`config.mk`:
```
export PLATFORM = sky130hd
export DESIGN_NAME = cascaded_timer_bank_unit
export DESIGN_NICKNAME = d
export VERILOG_FILES = /design/src/ctb_pkg.sv /design/src/ctb_datapath.sv /design/src/ctb_ctrl.sv /design/src/cascaded_timer_bank_unit.sv
export SDC_FILE = /design/constraint.sdc
export NUM_CORES = 1
export LEC_CHECK = 0
export BUFFER_PORTS_ARGS = -buffer_cell sky130_fd_sc_hd__clkbuf_2
export CAP_MARGIN = 15
export CORE_MARGIN = 2
export CORE_UTILIZATION = 25
export CTS_BUF_LIST = sky130_fd_sc_hd__clkbuf_2 sky130_fd_sc_hd__clkbuf_4 sky130_fd_sc_hd__clkbuf_8
export DETAILED_ROUTE_END_ITERATION = 7
export PLACE_DENSITY = 0.42
export SETUP_SLACK_MARGIN = 0.4
export SYNTH_ARGS = -nofsm -noshare
export SYNTH_HDL_FRONTEND = slang
export SYNTH_SLANG_ARGS = --single-unit
```
`constraint.sdc`:
```
create_clock -name clk -period 5.1 [get_ports clk]
set_input_delay 1.275 -clock clk [delete_from_list [all_inputs] [get_ports clk]]
set_output_delay 1.275 -clock clk [all_outputs]
set_load 0.02 [all_outputs]
```
`src/ctb_pkg.sv`:
```
// ----------------------------------------------------------------------------
// ctb_pkg
// Types, codes and constants shared by the cascaded timer bank files.
// ----------------------------------------------------------------------------
`default_nettype none

package ctb_pkg;

  localparam logic [2:0] FUNC_ELAPSE     = 3'd0;
  localparam logic [2:0] FUNC_WR_RELOAD  = 3'd1;
  localparam logic [2:0] FUNC_WR_CONTROL = 3'd2;
  localparam logic [2:0] FUNC_RD_COUNT   = 3'd3;
  localparam logic [2:0] FUNC_RD_CONTROL = 3'd4;

  localparam int CTL_ENABLE_BIT  = 7;
  localparam int CTL_IRQ_BIT     = 6;
  localparam int CTL_CASCADE_BIT = 2;

  typedef struct packed {
    logic [2:0]  func;
    logic [1:0]  timer_index;
    logic [15:0] write_value;
    logic [7:0]  elapsed_cycles;
  } req_item_t;

  typedef struct packed {
    logic [15:0] read_data;
    logic [3:0]  irq_raise;
  } rsp_item_t;

  typedef struct packed {
    logic accept;
    logic scan;
    logic tick;
    logic advance;
    logic finish;
  } ctb_cmd_t;

  typedef struct packed {
    logic elapse_req;
    logic scan_go;
    logic chain;
    logic tick_last;
    logic src_last;
  } ctb_status_t;

  function automatic logic [3:0] presc_shift(input logic [1:0] sel);
    logic [3:0] sh;
    case (sel)
      2'd0: sh = 4'd0;
      2'd1: sh = 4'd6;
      2'd2: sh = 4'd8;
      default: sh = 4'd10;
    endcase
    return sh;
  endfunction

endpackage

`default_nettype wire

```
`src/ctb_datapath.sv`:
```
// ----------------------------------------------------------------------------
// ctb_datapath
// Timer registers, prescaler accumulators, tick walker and result register.
// ----------------------------------------------------------------------------
`default_nettype none

module ctb_datapath #(
  parameter int NUM_TIMERS  = 4,
  parameter int MAX_ELAPSED = 255
) (
  input  wire                 clk,
  input  wire                 rst,
  input  ctb_pkg::req_item_t  req,
  input  ctb_pkg::ctb_cmd_t   cmd,
  output ctb_pkg::ctb_status_t status,
  output ctb_pkg::rsp_item_t  rsp
);
  import ctb_pkg::*;

  localparam int IW = (NUM_TIMERS > 1) ? $clog2(NUM_TIMERS) : 1;
  localparam logic [IW-1:0] LAST = IW'(NUM_TIMERS - 1);

  logic [15:0] count   [NUM_TIMERS];
  logic [15:0] reload  [NUM_TIMERS];
  logic [15:0] ctl     [NUM_TIMERS];
  logic [10:0] accum   [NUM_TIMERS];
  logic [7:0]  cyc;
  logic [IW-1:0] src;
  logic [IW-1:0] cur;
  logic [11:0] tick_cnt;
  logic [3:0]  irq;

  logic [IW-1:0] req_idx;
  logic          req_ok;
  logic [7:0]    cyc_sat;
  logic [15:0]   rd_val;
  logic [3:0]    sh;
  logic [11:0]   acc;
  logic [11:0]   ticks;
  logic [10:0]   rem;
  logic          eligible;
  logic [IW-1:0] nxt;
  logic [15:0]   inc;
  logic          ovf;
  logic          chain;
  logic [3:0]    irq_set;

  assign req_idx = req.timer_index[IW-1:0];
  assign req_ok  = {1'b0, req.timer_index} < 3'(NUM_TIMERS);
  assign cyc_sat = ({2'b00, req.elapsed_cycles} > 10'(MAX_ELAPSED)) ?
                   8'(MAX_ELAPSED) : req.elapsed_cycles;

  always_comb begin
    rd_val = 16'd0;
    if (req_ok) begin
      case (req.func)
        FUNC_RD_COUNT:   rd_val = count[req_idx];
        FUNC_RD_CONTROL: rd_val = ctl[req_idx];
        default:         rd_val = 16'd0;
      endcase
    end
  end

  assign sh       = presc_shift(ctl[src][1:0]);
  assign acc      = {1'b0, accum[src]} + {4'd0, cyc};
  assign ticks    = acc >> sh;
  assign rem      = 11'(acc & ((12'd1 << sh) - 12'd1));
  assign eligible = ctl[src][CTL_ENABLE_BIT] &&
                    (src == '0 || !ctl[src][CTL_CASCADE_BIT]);

  assign nxt   = cur + IW'(1);
  assign inc   = count[cur] + 16'd1;
  assign ovf   = (inc == 16'd0);
  assign chain = ovf && (cur != LAST) && ctl[nxt][CTL_CASCADE_BIT] &&
                 ctl[nxt][CTL_ENABLE_BIT];
  assign irq_set = (cmd.tick && ovf && ctl[cur][CTL_IRQ_BIT]) ?
                   (4'd1 << cur) : 4'd0;

  assign status.elapse_req = (req.func == FUNC_ELAPSE);
  assign status.scan_go    = eligible && (ticks != 12'd0);
  assign status.chain      = chain;
  assign status.tick_last  = (tick_cnt == 12'd1);
  assign status.src_last   = (src == LAST);

  always_ff @(posedge clk) begin
    if (rst) begin
      for (int i = 0; i < NUM_TIMERS; i++) begin
        count[i]  <= 16'd0;
        reload[i] <= 16'd0;
        ctl[i]    <= 16'd0;
        accum[i]  <= 11'd0;
      end
      src      <= '0;
      cur      <= '0;
      tick_cnt <= 12'd0;
      irq      <= 4'd0;
    end else begin
      if (cmd.accept) begin
        cyc <= cyc_sat;
        src <= '0;
        irq <= 4'd0;
        if (req_ok) begin
          case (req.func)
            FUNC_WR_RELOAD: reload[req_idx] <= req.write_value;
            FUNC_WR_CONTROL: begin
              if (!ctl[req_idx][CTL_ENABLE_BIT] && req.write_value[CTL_ENABLE_BIT]) begin
                count[req_idx] <= reload[req_idx];
                accum[req_idx] <= 11'd0;
              end
              ctl[req_idx] <= req.write_value;
            end
            default: ;
          endcase
        end
      end
      if (cmd.scan) begin
        cur <= src;
        if (eligible) begin
          accum[src] <= rem;
          tick_cnt   <= ticks;
        end
      end
      if (cmd.tick) begin
        count[cur] <= ovf ? reload[cur] : inc;
        irq        <= irq | irq_set;
        if (chain) begin
          cur <= nxt;
        end else begin
          cur      <= src;
          tick_cnt <= tick_cnt - 12'd1;
        end
      end
      if (cmd.advance) begin
        src <= src + IW'(1);
      end
    end
  end

  always_ff @(posedge clk) begin
    if (cmd.accept && !status.elapse_req) begin
      rsp.read_data <= rd_val;
      rsp.irq_raise <= 4'd0;
    end else if (cmd.finish) begin
      rsp.read_data <= 16'd0;
      rsp.irq_raise <= irq | irq_set;
    end
  end

endmodule

`default_nettype wire

```
`src/ctb_ctrl.sv`:
```
// ----------------------------------------------------------------------------
// ctb_ctrl
// Sequencer for the timer walk and the request/response handshakes.
// ----------------------------------------------------------------------------
`default_nettype none

module ctb_ctrl (
  input  wire                  clk,
  input  wire                  rst,
  input  wire                  req_valid,
  output logic                 req_ready,
  output logic                 rsp_valid,
  input  wire                  rsp_ready,
  input  ctb_pkg::ctb_status_t status,
  output ctb_pkg::ctb_cmd_t    cmd
);
  import ctb_pkg::*;

  localparam logic [1:0] S_IDLE = 2'd0;
  localparam logic [1:0] S_SCAN = 2'd1;
  localparam logic [1:0] S_TICK = 2'd2;

  logic [1:0] state;
  logic [1:0] state_next;
  logic       rsp_valid_next;

  assign req_ready = (state == S_IDLE) && (!rsp_valid || rsp_ready);

  always_comb begin
    cmd        = '0;
    state_next = state;
    cmd.accept = req_valid && req_ready;
    case (state)
      S_IDLE: begin
        if (cmd.accept && status.elapse_req) state_next = S_SCAN;
      end
      S_SCAN: begin
        cmd.scan = 1'b1;
        if (status.scan_go) begin
          state_next = S_TICK;
        end else if (status.src_last) begin
          cmd.finish = 1'b1;
          state_next = S_IDLE;
        end else begin
          cmd.advance = 1'b1;
        end
      end
      S_TICK: begin
        cmd.tick = 1'b1;
        if (!status.chain && status.tick_last) begin
          if (status.src_last) begin
            cmd.finish = 1'b1;
            state_next = S_IDLE;
          end else begin
            cmd.advance = 1'b1;
            state_next  = S_SCAN;
          end
        end
      end
      default: state_next = S_IDLE;
    endcase
  end

  always_comb begin
    rsp_valid_next = rsp_valid && !rsp_ready;
    if (cmd.finish || (cmd.accept && !status.elapse_req)) rsp_valid_next = 1'b1;
  end

  always_ff @(posedge clk) begin
    if (rst) begin
      state     <= S_IDLE;
      rsp_valid <= 1'b0;
    end else begin
      state     <= state_next;
      rsp_valid <= rsp_valid_next;
    end
  end

endmodule

`default_nettype wire

```
`src/cascaded_timer_bank_unit.sv`:
```
// ----------------------------------------------------------------------------
// cascaded_timer_bank_unit
// Bank of cascadable, prescaled 16-bit up-counters with reload and IRQ flags.
// ----------------------------------------------------------------------------
//  channel | dir | handshake             | payload
//  req     | in  | req_valid / req_ready | req_item_t (func, index, value, cycles)
//  rsp     | out | rsp_valid / rsp_ready | rsp_item_t (read_data, irq_raise)
//
//  Access items (read/write/unknown) answer in the cycle after acceptance;
//  the result is registered. Elapse items walk the timers: the walker scans one
//  timer per cycle between tick runs and applies one counter tick per cycle.
//  A new item is taken once the walk is done and the result slot is free or
//  draining. Synchronous reset clears all timer state to zero.
// ----------------------------------------------------------------------------
`default_nettype none

module cascaded_timer_bank_unit #(
  parameter int NUM_TIMERS  = 4,
  parameter int MAX_ELAPSED = 255
) (
  input  wire                clk,
  input  wire                rst,
  input  wire                req_valid,
  output logic               req_ready,
  input  ctb_pkg::req_item_t req,
  output logic               rsp_valid,
  input  wire                rsp_ready,
  output ctb_pkg::rsp_item_t rsp
);
  import ctb_pkg::*;

  ctb_cmd_t    cmd;
  ctb_status_t status;

  ctb_ctrl u_ctrl (
    .clk       (clk),
    .rst       (rst),
    .req_valid (req_valid),
    .req_ready (req_ready),
    .rsp_valid (rsp_valid),
    .rsp_ready (rsp_ready),
    .status    (status),
    .cmd       (cmd)
  );

  ctb_datapath #(
    .NUM_TIMERS  (NUM_TIMERS),
    .MAX_ELAPSED (MAX_ELAPSED)
  ) u_datapath (
    .clk    (clk),
    .rst    (rst),
    .req    (req),
    .cmd    (cmd),
    .status (status),
    .rsp    (rsp)
  );

endmodule

`default_nettype wire

```
==> results.cfg, run 1 <==
[yosys]
synth_top_flop_cell = edfxtp_1
synth.area.mux_share_pct = 15.66
synth_simple_gate_area_share_pct = 15.96
synthAdderAreaFrac_pct = 1.926
synth_compound_area_share_pct = 6.798
postSynthCellCount = 1187
ys_types = 78
syn_avg_cell_area_um2 = 12.92
syn_area_um2 = 15330
synth_edf_count = 260
ys_ff_latch = 291
synth_xor_area_share_pct = 1.143
yosys_warnings = 0
synth_top_family_by_area = simple AND/OR/NAND/NOR gates
async_reset_ff_share_pct = 0
ys_seq_area_share_pct = 54.97

[timing]
fin_tns_setup_ps = 0
finalCritPeriodShare_pct = 86.28
max_freq_ghz = 0.2272
setup_viol = 0
rsz0062_at_grt = false
slew_headroom_pct = 35.52
fin_crit_ps = 4401
drv_slew = 0
max_slew.worst_pin.slew_ps = 963.7
setup_slack_ps = 699.5
hold_violations = 0
skew_ps = 58.05

[floorplan]
die_y_um = 251.6
die_x_um = 251.6
rows = 90
initial_core_util_pct = 25.35
coreArea_um2 = 60470
die_area_um2 = 63320
boundaryPins = 55

[clocking]
cts.hold.buffers_added = 0
clk_latency_ps = 690
cts_buffer_depth = 3
cts_tree = yes
cts.sinks = 291
h-tree-depth = 2
cts.clk_slew.worst_paths_ps = 50
root_buffer = clkbuf_8
cts_inserted_buffers = 55

[worst_setup_path]
cp_max_fo = 16
path_class = reg -> reg
critPathLaunchType = flip-flop
setup.worst_path.end_class = flip-flop
cp_data_required_time_ps = 5430
crit_arrival_ps = 4740

[final_layout]
drive_above_1_share_pct = 24.49
stdcell_count = 2094
area_growth_pct = 16.05
layout.nets = 1331

[job]
max_cap_viol_count = 0

[global_route]
grt_use_total_pct = 14.36
grt_pass1_vias = 10283
grt_overflow = 0
antenna_found_initial = 4
met2_usage_pct = 21.84
grt_max_degree = 54
top_usage_layer = met2
grt_use_met3_pct = 3.198
grt_pass1_wl_um = 67470
grt.met1_usage_pct = 20.23

[drt]
drc = 0
wirelength_um = 45040
avgViaCountPerCell = 4.783
wl_per_cell_um = 21.51
vias = 10015
drtIter0Drc = 741
postRouteAntennaNets = 0
drt_first_pass_iters = 5

[pwr]
p_leak_nw = 6.297
vdd_drop_max_uv = 167.5
p_per_area_nw_per_um2 = 342.5
fin_total_pwr_mw = 6.094

[placed_design]
place_inst = 2000
gp_congestion = 0.8284
dp_hpwl_um = 30950
dp_slack_ps = 498.9
port_buffers = 54

[status]
status = finished clean

[hold_path]
hp-start = u_datapath.rsp[0]
hold_path_class = reg -> reg
## cell usage after synthesis, types with 8 or more instances
cell / instances / share of area [%]
a211oi_1: 11 / 0.54
a21oi_1: 25 / 0.82
a22oi_1: 32 / 1.6
and2_1: 126 / 5.1
and3_1: 15 / 0.61
clkbuf_1: 48 / 1.2
dfxtp_1: 31 / 4.0
edfxtp_1: 260 / 51
ha_1: 22 / 1.8
inv_1: 64 / 1.6
mux2i_1: 16 / 1.0
mux4_2: 97 / 14
nand2_1: 37 / 0.91
nand2b_1: 20 / 0.82
nand3_1: 23 / 0.75
nor2_1: 135 / 3.3
nor3_1: 26 / 0.85
nor4_1: 14 / 0.57
o21ai_0: 20 / 0.65
o21ai_1: 12 / 0.39
or2_2: 8 / 0.33
xnor2_1: 13 / 0.74
## where the power goes
part / total [mW] / internal (mW) / switching [mW] / leakage (nW)
Clock: 2.38 / 1.34 / 1.04 / 0.595
Sequential: 2.81 / 2.73 / 0.0794 / 2.92
Combinational: 0.898 / 0.332 / 0.566 / 2.78
Total: 6.09 / 4.40 / 1.69 / 6.30
## layout by cell type, fill, tap and decap left out, drive strengths merged, types with 16 or more instances in the layout
master and n:
edfxtp 260, nor2 138, clkbuf 133, and2 127, mux4 97, inv 66
buf 41, nand2 37, a22oi 32, o21ai 32, dfxtp 31, nor3 26
a21oi 25, nand3 24, ha 22, nand2b 20, mux2i 16, nor4 16
## kinds of logic (layout without fill, tap and decap cells)
family | count (synthesis) | count (layout)
AND/OR/NAND/NOR | 456 | 456
flip-flops | 291 | 291
AO/OA/AOI/OAI | 148 | 148
buffers and inverters | 130 | 251
multiplexers | 118 | 118
adder cells (fa/ha/maj) | 23 | 23
XOR/XNOR | 20 | 20
other | 1 | 5
## through the flow
step | hold WS, ps | util [%] | instance area [um2]
floorplan | 446.3 | - | 15340
global placement | 459.1 | 27.55 | 16660
detailed placement | 465.8 | 27.55 | 16660
CTS | 474.0 | 29.42 | 17790
global route | 496.8 | 29.42 | 17790
finish | 472.6 | 29.42 | 17790
## worst max-delay path, cell delays in order (launching register included)
cell and delay, ps:
dfxtp_2 510, buf_4 190, mux4_2 500, ha_1 450, nand3_1 120, a21oi_1 350
nor2_1 110, o21a_1 250, mux4_2 510, o32ai_2 430, o211ai_2 280, nand2_1 140
buf_4 230
## metal layers
layer	wire length, um	vias up
met1	21120	5003
met4	1162	4
li1	-	4647
met2	19990	285
met5	26	-
met3	2737	76
## layout make-up
cell class,instances,area (um2)
timing repair buffer,94,585.6
clock inverter,13,145.1
inverter,64,240.2
antenna,1,2.502
fill,6092,42680
clock buffer,80,982.2
tap,782,978.4
sequential,291,8432
multi-input combinational,769,6426
## registers in the layout, indices dropped and copies added, names as in the netlist, named ones only
name and cells:
u_ctrl.rsp_valid 1, u_ctrl.state 2, u_datapath.accum 44, u_datapath.count 64, u_datapath.ctl 64, u_datapath.cur 2
u_datapath.cyc 8, u_datapath.irq 4, u_datapath.reload 64, u_datapath.rsp 20, u_datapath.src 2, u_datapath.tick_cnt 12
## path summary, 6_finish.rpt
check | cells past startpoint | slack (ps) | to
setup / recovery | 12 | 700 | u_datapath.rsp[8]
hold reg to reg | 2 | 470 | u_datapath.rsp[0]
hold / removal | 2 | 470 | u_datapath.rsp[0]
setup reg to reg | 12 | 700 | u_datapath.rsp[8]
## repair_timing
action / in CTS / in global routing
setup endpoints to repair: 0 / 16
gates resized for setup: 0 / 1
buffers inserted: 0 / 0
Power figures use the tool's default switching activity.
==> run 2, diff against run 1 <==
BUFFER_PORTS_ARGS = -buffer_cell sky130_fd_sc_hd__buf_2   (was -buffer_cell sky130_fd_sc_hd__clkbuf_2)
CORE_MARGIN = 1.5   (was 2)
HOLD_SLACK_MARGIN = 0.15   (was not set)
==> results.cfg, run 2 (synthesized netlist as in run 1, its figures left out) <==
[final_layout]
final_common_cell = edfxtp_1
final_util_pct = 29.17
layout.nets = 1326
area_growth_pct = 15.04
stdcell_count = 2089
top_regs = u_datapath.count x64, u_datapath.ctl x64, u_datapath.reload x64
drive_above_1_share_pct = 23.68
layout_common_cells = edfxtp_1, nor2_1, and2_1
fin_area_um2 = 17640

[worst_setup_path]
cp_data_required_time_ps = 5420
ff2ff_setup_slack_ps = 760
cp_max_fo = 16
setup.worst_path.end_class = flip-flop
path_class = reg -> reg
rr_endpoint = u_datapath.rsp[9]
crit_arrival_ps = 4650
reg2reg_depth = 13
critPathLaunchType = flip-flop

[clocking]
cts_inserted_buffers = 52
cts_tree = yes
cts.clk_slew.worst_paths_ps = 60
root_buffer = clkbuf_8
cts.hold.buffers_added = 0
h-tree-depth = 2
cts_buffer_depth = 3
clk_latency_ps = 650
cts_resized = 0
cts.sinks = 291
post-cts-setup-buffers = 0

[timing]
hold_violations = 0
max_freq_ghz = 0.2306
setup_viol = 0
drv_slew = 0
fin_crit_ps = 4337
finalCritPeriodShare_pct = 85.05
fin_tns_setup_ps = 0
rsz0062_at_grt = false
skew_ps = 27.34
slew_headroom_pct = 29.85
max_slew.worst_pin.slew_ps = 1048

[placed_design]
dp_hpwl_um = 30820
dpl_cell_area_um2 = 16640
port_buffers = 54
gp_congestion = 0.8315
place_inst = 1998

[global_route]
grt_max_degree = 60
grt_use_total_pct = 14.36
grt_overflow = 0
grt_pass1_vias = 9954
grt_pass1_wl_um = 66760
antenna_found_initial = 3

[floorplan]
initial_core_util_pct = 25.35
coreArea_um2 = 60470
die_area_um2 = 62820
boundaryPins = 55
die_x_um = 250.6
die_y_um = 250.6
rows = 90

[pwr]
p_per_area_nw_per_um2 = 331.5
fin_total_pwr_mw = 5.846
vdd_drop_max_uv = 143.2
p_leak_nw = 6.211

[hold_path]
holdPathEnd = u_datapath.rsp[3]
hold_path_class = reg -> reg
hold_path_depth = 2
hp-start = u_datapath.rsp[3]

[drt]
wl_per_cell_um = 21.45
wirelength_um = 44810
postRouteAntennaNets = 0
drtIter0Drc = 659
drt_first_pass_iters = 5
avgViaCountPerCell = 4.775
vias = 9976
drc = 0

[job]
max_cap_viol_count = 0

[status]
status = finished clean
[run 2: changes by cell type in the layout (fill, tap and decap cells not counted), moves of 2 or more]
| cell | change |
|---|---|
| dfxtp_1 | +2 |
| clkinv_2 | -3 |
| bufinv_16 | -2 |
| clkinv_1 | +5 |
| clkbuf_8 | -8 |
| buf_2 | +53 |
| buf_4 | -2 |
| clkbuf_4 | +5 |
| dfxtp_2 | -2 |
| clkbuf_2 | -53 |
[run 2: cell type report]
| cell class | count | area [um2] |
|---|---|---|
| flip-flops and latches | 291 | 8429 |
| fillers | 6117 | 42830 |
| diodes | 2 | 5.005 |
| inverters | 64 | 240.2 |
| well taps | 782 | 978.4 |
| repair buffers | 92 | 570.5 |
| multi-input cells | 769 | 6434 |
| clock inverters | 12 | 70.07 |
| clock buffers | 77 | 909.6 |
[run 2: worst max-delay path: stages, from the launching register on]
cell and delay (ps):
dfxtp_1 650, mux4_2 300, ha_1 160, inv_1 60, fa_1 440, nand2b_1 200, a21o_1 220, a211oi_1 450
xnor2_1 210, o221ai_1 150, a21o_1 210, o32ai_2 410, o211ai_2 280, nand2_4 270
[run 2: power breakdown]
group	switching [mW]	total [mW]	internal, mW
Combinational	0.571	0.904	0.333
Clock	0.998	2.14	1.14
Sequential	0.0730	2.81	2.73
Total	1.64	5.85	4.20
[run 2: worst max path at each step]
stage	slack, ps	endpoint
2_1_floorplan	600	u_datapath.count[3][0]
3_3_place_gp	500	u_datapath.rsp[14]
3_5_place_dp	450	u_datapath.rsp[12]
4_1_cts	410	u_datapath.rsp[18]
5_1_grt	430	u_datapath.rsp[9]
6_report	760	u_datapath.rsp[9]
[run 2: stage by stage]
step,hold slack [ps],setup WS [ps]
after floorplan,446.3,599.8
after global placement,458.5,499.3
after detailed placement,465.9,452.7
after CTS,474.5,409.4
after global routing,488.0,430.3
final,469.8,762.7
[run 2: routing by layer]
metal / vias up / global-route usage (%) / part of all wire (%)
met2: 247 / 21.93 / 45
met4: 2 / 4.623 / 2.4
met5: - / 0 / 0.029
li1: 4643 / - / -
met3: 58 / 2.255 / 4.6
met1: 5026 / 20.73 / 48
